==> config.mk <==
export PLATFORM = sky130hd
export DESIGN_NAME = fwwt_entry_ram
export DESIGN_NICKNAME = d
export VERILOG_FILES = /design/src/fwwt_pkg.sv /design/src/fwwt_entry_ram.sv
export SDC_FILE = /design/constraint.sdc
export NUM_CORES = 2
export LEC_CHECK = 0
export BUFFER_PORTS_ARGS = -buffer_cell sky130_fd_sc_hd__buf_2
export CORE_UTILIZATION = 45
export CTS_BUF_LIST = sky130_fd_sc_hd__clkbuf_16
export CTS_CLUSTER_DIAMETER = 200
export DETAILED_ROUTE_END_ITERATION = 10
export HOLD_SLACK_MARGIN = 0.02
export MAX_ROUTING_LAYER = met4
export PLACE_DENSITY = 0.6
export SLEW_MARGIN = 15
export SYNTH_ARGS = -nofsm -noshare
export SYNTH_HDL_FRONTEND = slang
export SYNTH_SLANG_ARGS = --single-unit
==> constraint.sdc <==
create_clock -name clock -period 12.4 [get_ports clock]
set_clock_uncertainty 0.2 [all_clocks]
set_input_delay 0.62 -clock clock [delete_from_list [all_inputs] [get_ports clock]]
set_output_delay 0.62 -clock clock [all_outputs]
set_load 0.02 [all_outputs]
==> src/fwwt_pkg.sv <==
`timescale 1ns / 1ps
// ----------------------------------------------------------------------------
// Futex wait/wake table package
// Shared entry layout, status codes and timing constants.
// ----------------------------------------------------------------------------
package fwwt_pkg;

   // One stored waiter entry; valid and woken marks are kept in flip-flops.
   typedef struct packed {
      logic [15:0] thread;
      logic [31:0] address;
      logic [31:0] expire;
      logic [31:0] wait_start;
   } entry_type;

   // Result status codes.
   typedef enum logic [2:0] {
      ST_OK         = 3'd0,
      ST_WAIT       = 3'd1,
      ST_TIMEDOUT   = 3'd2,
      ST_WOULDBLOCK = 3'd3,
      ST_FULL       = 3'd4,
      ST_UNSUP      = 3'd5
   } status_type;

   // Request function codes.
   typedef enum logic [1:0] {
      FUNC_WAIT  = 2'd0,
      FUNC_WAKE  = 2'd1,
      FUNC_CLEAR = 2'd2,
      FUNC_UNSUP = 2'd3
   } func_type;

   localparam int unsigned COUNT_W = 6;

   localparam logic [31:0] EXPIRE_INFINITE       = 32'hFFFF_FFFF;
   localparam logic [31:0] EXPIRE_RELATIVE_LIMIT = 32'hF000_0000;

   // ceil(2^50 / 1000000): nanos * NANOS_RECIP >> 50 equals nanos / 1000000
   // for every 30-bit nanos value.
   localparam logic [30:0] NANOS_RECIP = 31'd1125899907;
   localparam int unsigned NANOS_SHIFT = 50;

endpackage

==> src/fwwt_entry_ram.sv <==
`timescale 1ns / 1ps
// ----------------------------------------------------------------------------
// Futex table entry memory
// Single write port and one registered read port holding waiter entries.
// ----------------------------------------------------------------------------
module fwwt_entry_ram #(
   parameter int unsigned DEPTH = 32
) (
   input  logic                       clock,
   input  logic                       wr_en,
   input  logic [$clog2(DEPTH)-1:0]   wr_addr,
   input  fwwt_pkg::entry_type        wr_data,
   input  logic [$clog2(DEPTH)-1:0]   rd_addr,
   output fwwt_pkg::entry_type        rd_data
);
   import fwwt_pkg::*;

   entry_type mem [DEPTH];
   entry_type rd_data_ff;

   // Write port.
   always_ff @(posedge clock) begin
      if (wr_en) begin
         mem[wr_addr] <= wr_data;
      end
   end

   // Registered read port.
   always_ff @(posedge clock) begin
      rd_data_ff <= mem[rd_addr];
   end

   assign rd_data = rd_data_ff;

endmodule

==> flow_summary.ini <==
[layout]
area_delta_synth_final_pct = 14.3
final_util_pct = 51.7
finalNetCount = 7163
instances_no_fill = 11483
design_area_um2 = 158000
drive_gt1_share_pct = 19.5

[synthesis]
async_flop_share_pct = 0
synth.top_cells.by_count = edfxtp_1 (3584), mux2i_1 (896), a22oi_1 (594)
synth_area_um2 = 138000
postSynthAreaPerCell_um2 = 21.2
synthDistinctLibCells = 31
ys_ff_latch = 3696
yosysSeqAreaShare_pct = 79.5
synth_edf_count = 3584
yosysMostFrequentCell = edfxtp_1
yosysWarnings = 0
synthTopCellsByArea = edfxtp_1 (78%), mux4_2 (7.3%), mux2i_1 (6.5%)
synth_top_area_cell = edfxtp_1
synth_top_cell_area_share_pct = 77.9
syn-num-nets = 6648
syn_inst = 6524
synthFlopType = edfxtp_1

[worst_hold_path]
hp-start = wr_data[109]
hp-class = in -> reg

[drt]
num_vias = 69561
via_per_inst = 6.06
postRouteWirelength_um = 372000
wl_per_cell_um = 32.4
ant_nets = 0
detail_route.iter0.violations = 7754
drc_errors = 0
first_pass_iters = 8

[worst_setup_path]
worstSetupStartpointType = input pin
cp_max_fo = 44
cp_slowest_cell = buf_4
cp_data_required_time_ns = 12.97
crit_path_frequent_cell = buf_4
crit_type = in -> reg
cp_cell_sequence = buf_8, buf_4, buf_4, buf_4, buf_4, mux4_2, a22oi_1, nand4_1
cpPeakStageDelay_ns = 0.78
cp.arrival_ns = 4.76
crit_path_end_kind = flop
startpoint = rd_addr[0]
reg2reg_from = mem[31][38]

[timing]
max_freq_ghz = 0.239
hold_violations = 0
rsz0062_at_grt = false
relSlewSlack_pct = 20.5
setup_violations = 0
fin_crit_ns = 4.19
period_share_pct = 33.8
max_slew.worst_pin.slew_ns = 1.19
timing.final.max_slew_violations = 0
fin_tns_setup_ns = 0

[place]
gp_congestion = 0.759
port_buffers = 235
place_area_um2 = 145000
dp_cells = 10644
hpwl_um = 178000

[clock_tree]
post_cts_buffers = 0
h-tree-depth = 5
clockBufferDepth = 4
cts_tree = built
cts.sinks = 3696
cts_made_buffers = 382
clock_latency_ns = 0.94
cts_root_buf = clkbuf_16
path_clk_slew_ns = 0.06

[die]
die_h_um = 556
ios = 236
dieWidth_um = 556
rows = 203
die_area_um2 = 309000
start_util_pct = 45.2
coreArea_um2 = 306000

[power_and_ir_drop]
ir_drop_mv = 0.120
p_per_area_nw_per_um2 = 167
p_leak_nw = 52.1

[grt]
grtUsageTotal_pct = 24.5
grt_pass1_wl_um = 522000
antenna_found_initial = 41
first_global_vias = 69246
gr-total-overflow = 0
grt_max_degree = 118

[status]
status = completed

[job]
cap_violations = 0
## through the flow
stage               hold slack, ns  setup slack (ns)  total power, mW
floorplan                    0.349              5.68             14.9
CTS                         0.0387              8.17             26.6
detailed placement           0.420              7.17             15.5
global placement             0.412              7.22             15.4
finish                      0.0979              8.21             26.4
global route                0.0660              7.88             27.1
## worst max-delay path, delay by kind of cell
family	cells	cell delay, ns
AOI/OAI and AO/OA	1	0.21
and+or+nand+nor	1	0.14
muxes	1	0.60
buffers and inverters	5	3.03
## layout by cell type, fill, tap and decap left out, types with 21 or more instances in the layout
cell type	Yosys	routed
a22o_1	62	62
nor2_4	0	40
buf_4	37	137
mux2i_1	896	896
nand3_1	226	226
nand4_1	50	50
buf_12	0	21
clkinv_1	0	100
a22oi_1	594	594
dlygate4sd3_1	0	111
edfxtp_1	3584	3584
clkinv_2	0	79
bufinv_16	0	33
clkbuf_16	0	389
buf_2	136	231
mux4_2	448	448
dfxtp_1	112	112
inv_1	1	81
a31oi_1	62	62
## registers in the layout (all words and copies together), names as in the netlist
name	cells
rd_data	112
mem	3584
## per-layer routing
layer / GRT usage [%] / vias to the layer above / routed length, um
met4: 5.23 / 0 / 8070
met5: - / - / 0
met1: 33.3 / 37812 / 155000
li1: - / 28455 / -
met3: 3.18 / 522 / 25000
met2: 39.7 / 2772 / 184000
## power by group
| part | internal [mW] | switching [mW] | leakage [nW] |
|---|---|---|---|
| Sequential | 13.9 | 0.0900 | 33.2 |
| Combinational | 0.428 | 0.827 | 12.5 |
| Clock | 6.40 | 4.79 | 6.34 |
| Total | 20.7 | 5.71 | 52.1 |
## repair_timing
| item | CTS | global route |
|---|---|---|
| hold buffers | 111 | 0 |
| resized for setup | 0 | 0 |
| hold endpoints to repair | 3552 | 0 |
## area by class of cell
class | instances | area, um^2
Inverter | 1 | 3.75
Timing Repair Buffer | 503 | 3760
Clock inverter | 325 | 2550
Sequential cell | 3696 | 110000
Multi-Input combinational cell | 2455 | 26900
Clock buffer | 389 | 9730
Antenna cell | 14 | 35.0
Tap cell | 4100 | 5130
Fill cell | 24145 | 148000
## cell families (layout without fill, tap and decap cells)
logic type / count (synthesis) / in the layout / synth area share, %
buf+inv: 373 / 1218 / 1.37
simple gates: 377 / 377 / 1.40
compound gates: 734 / 734 / 3.97
other cells: 0 / 14 / 0
flops: 3696 / 3696 / 79.5
mux: 1344 / 1344 / 13.8
## path summary, 6_finish.rpt
check / cells past startpoint / slack (ns) / to
max: 8 / 8.21 / rd_data[0]
min: 1 / 0.1 / mem[26][109]
max reg2reg: 3 / 10.36 / rd_data[38]
min reg2reg: 4 / 0.44 / rd_data[36]
Note: power is estimated with default switching activity, not from simulation.
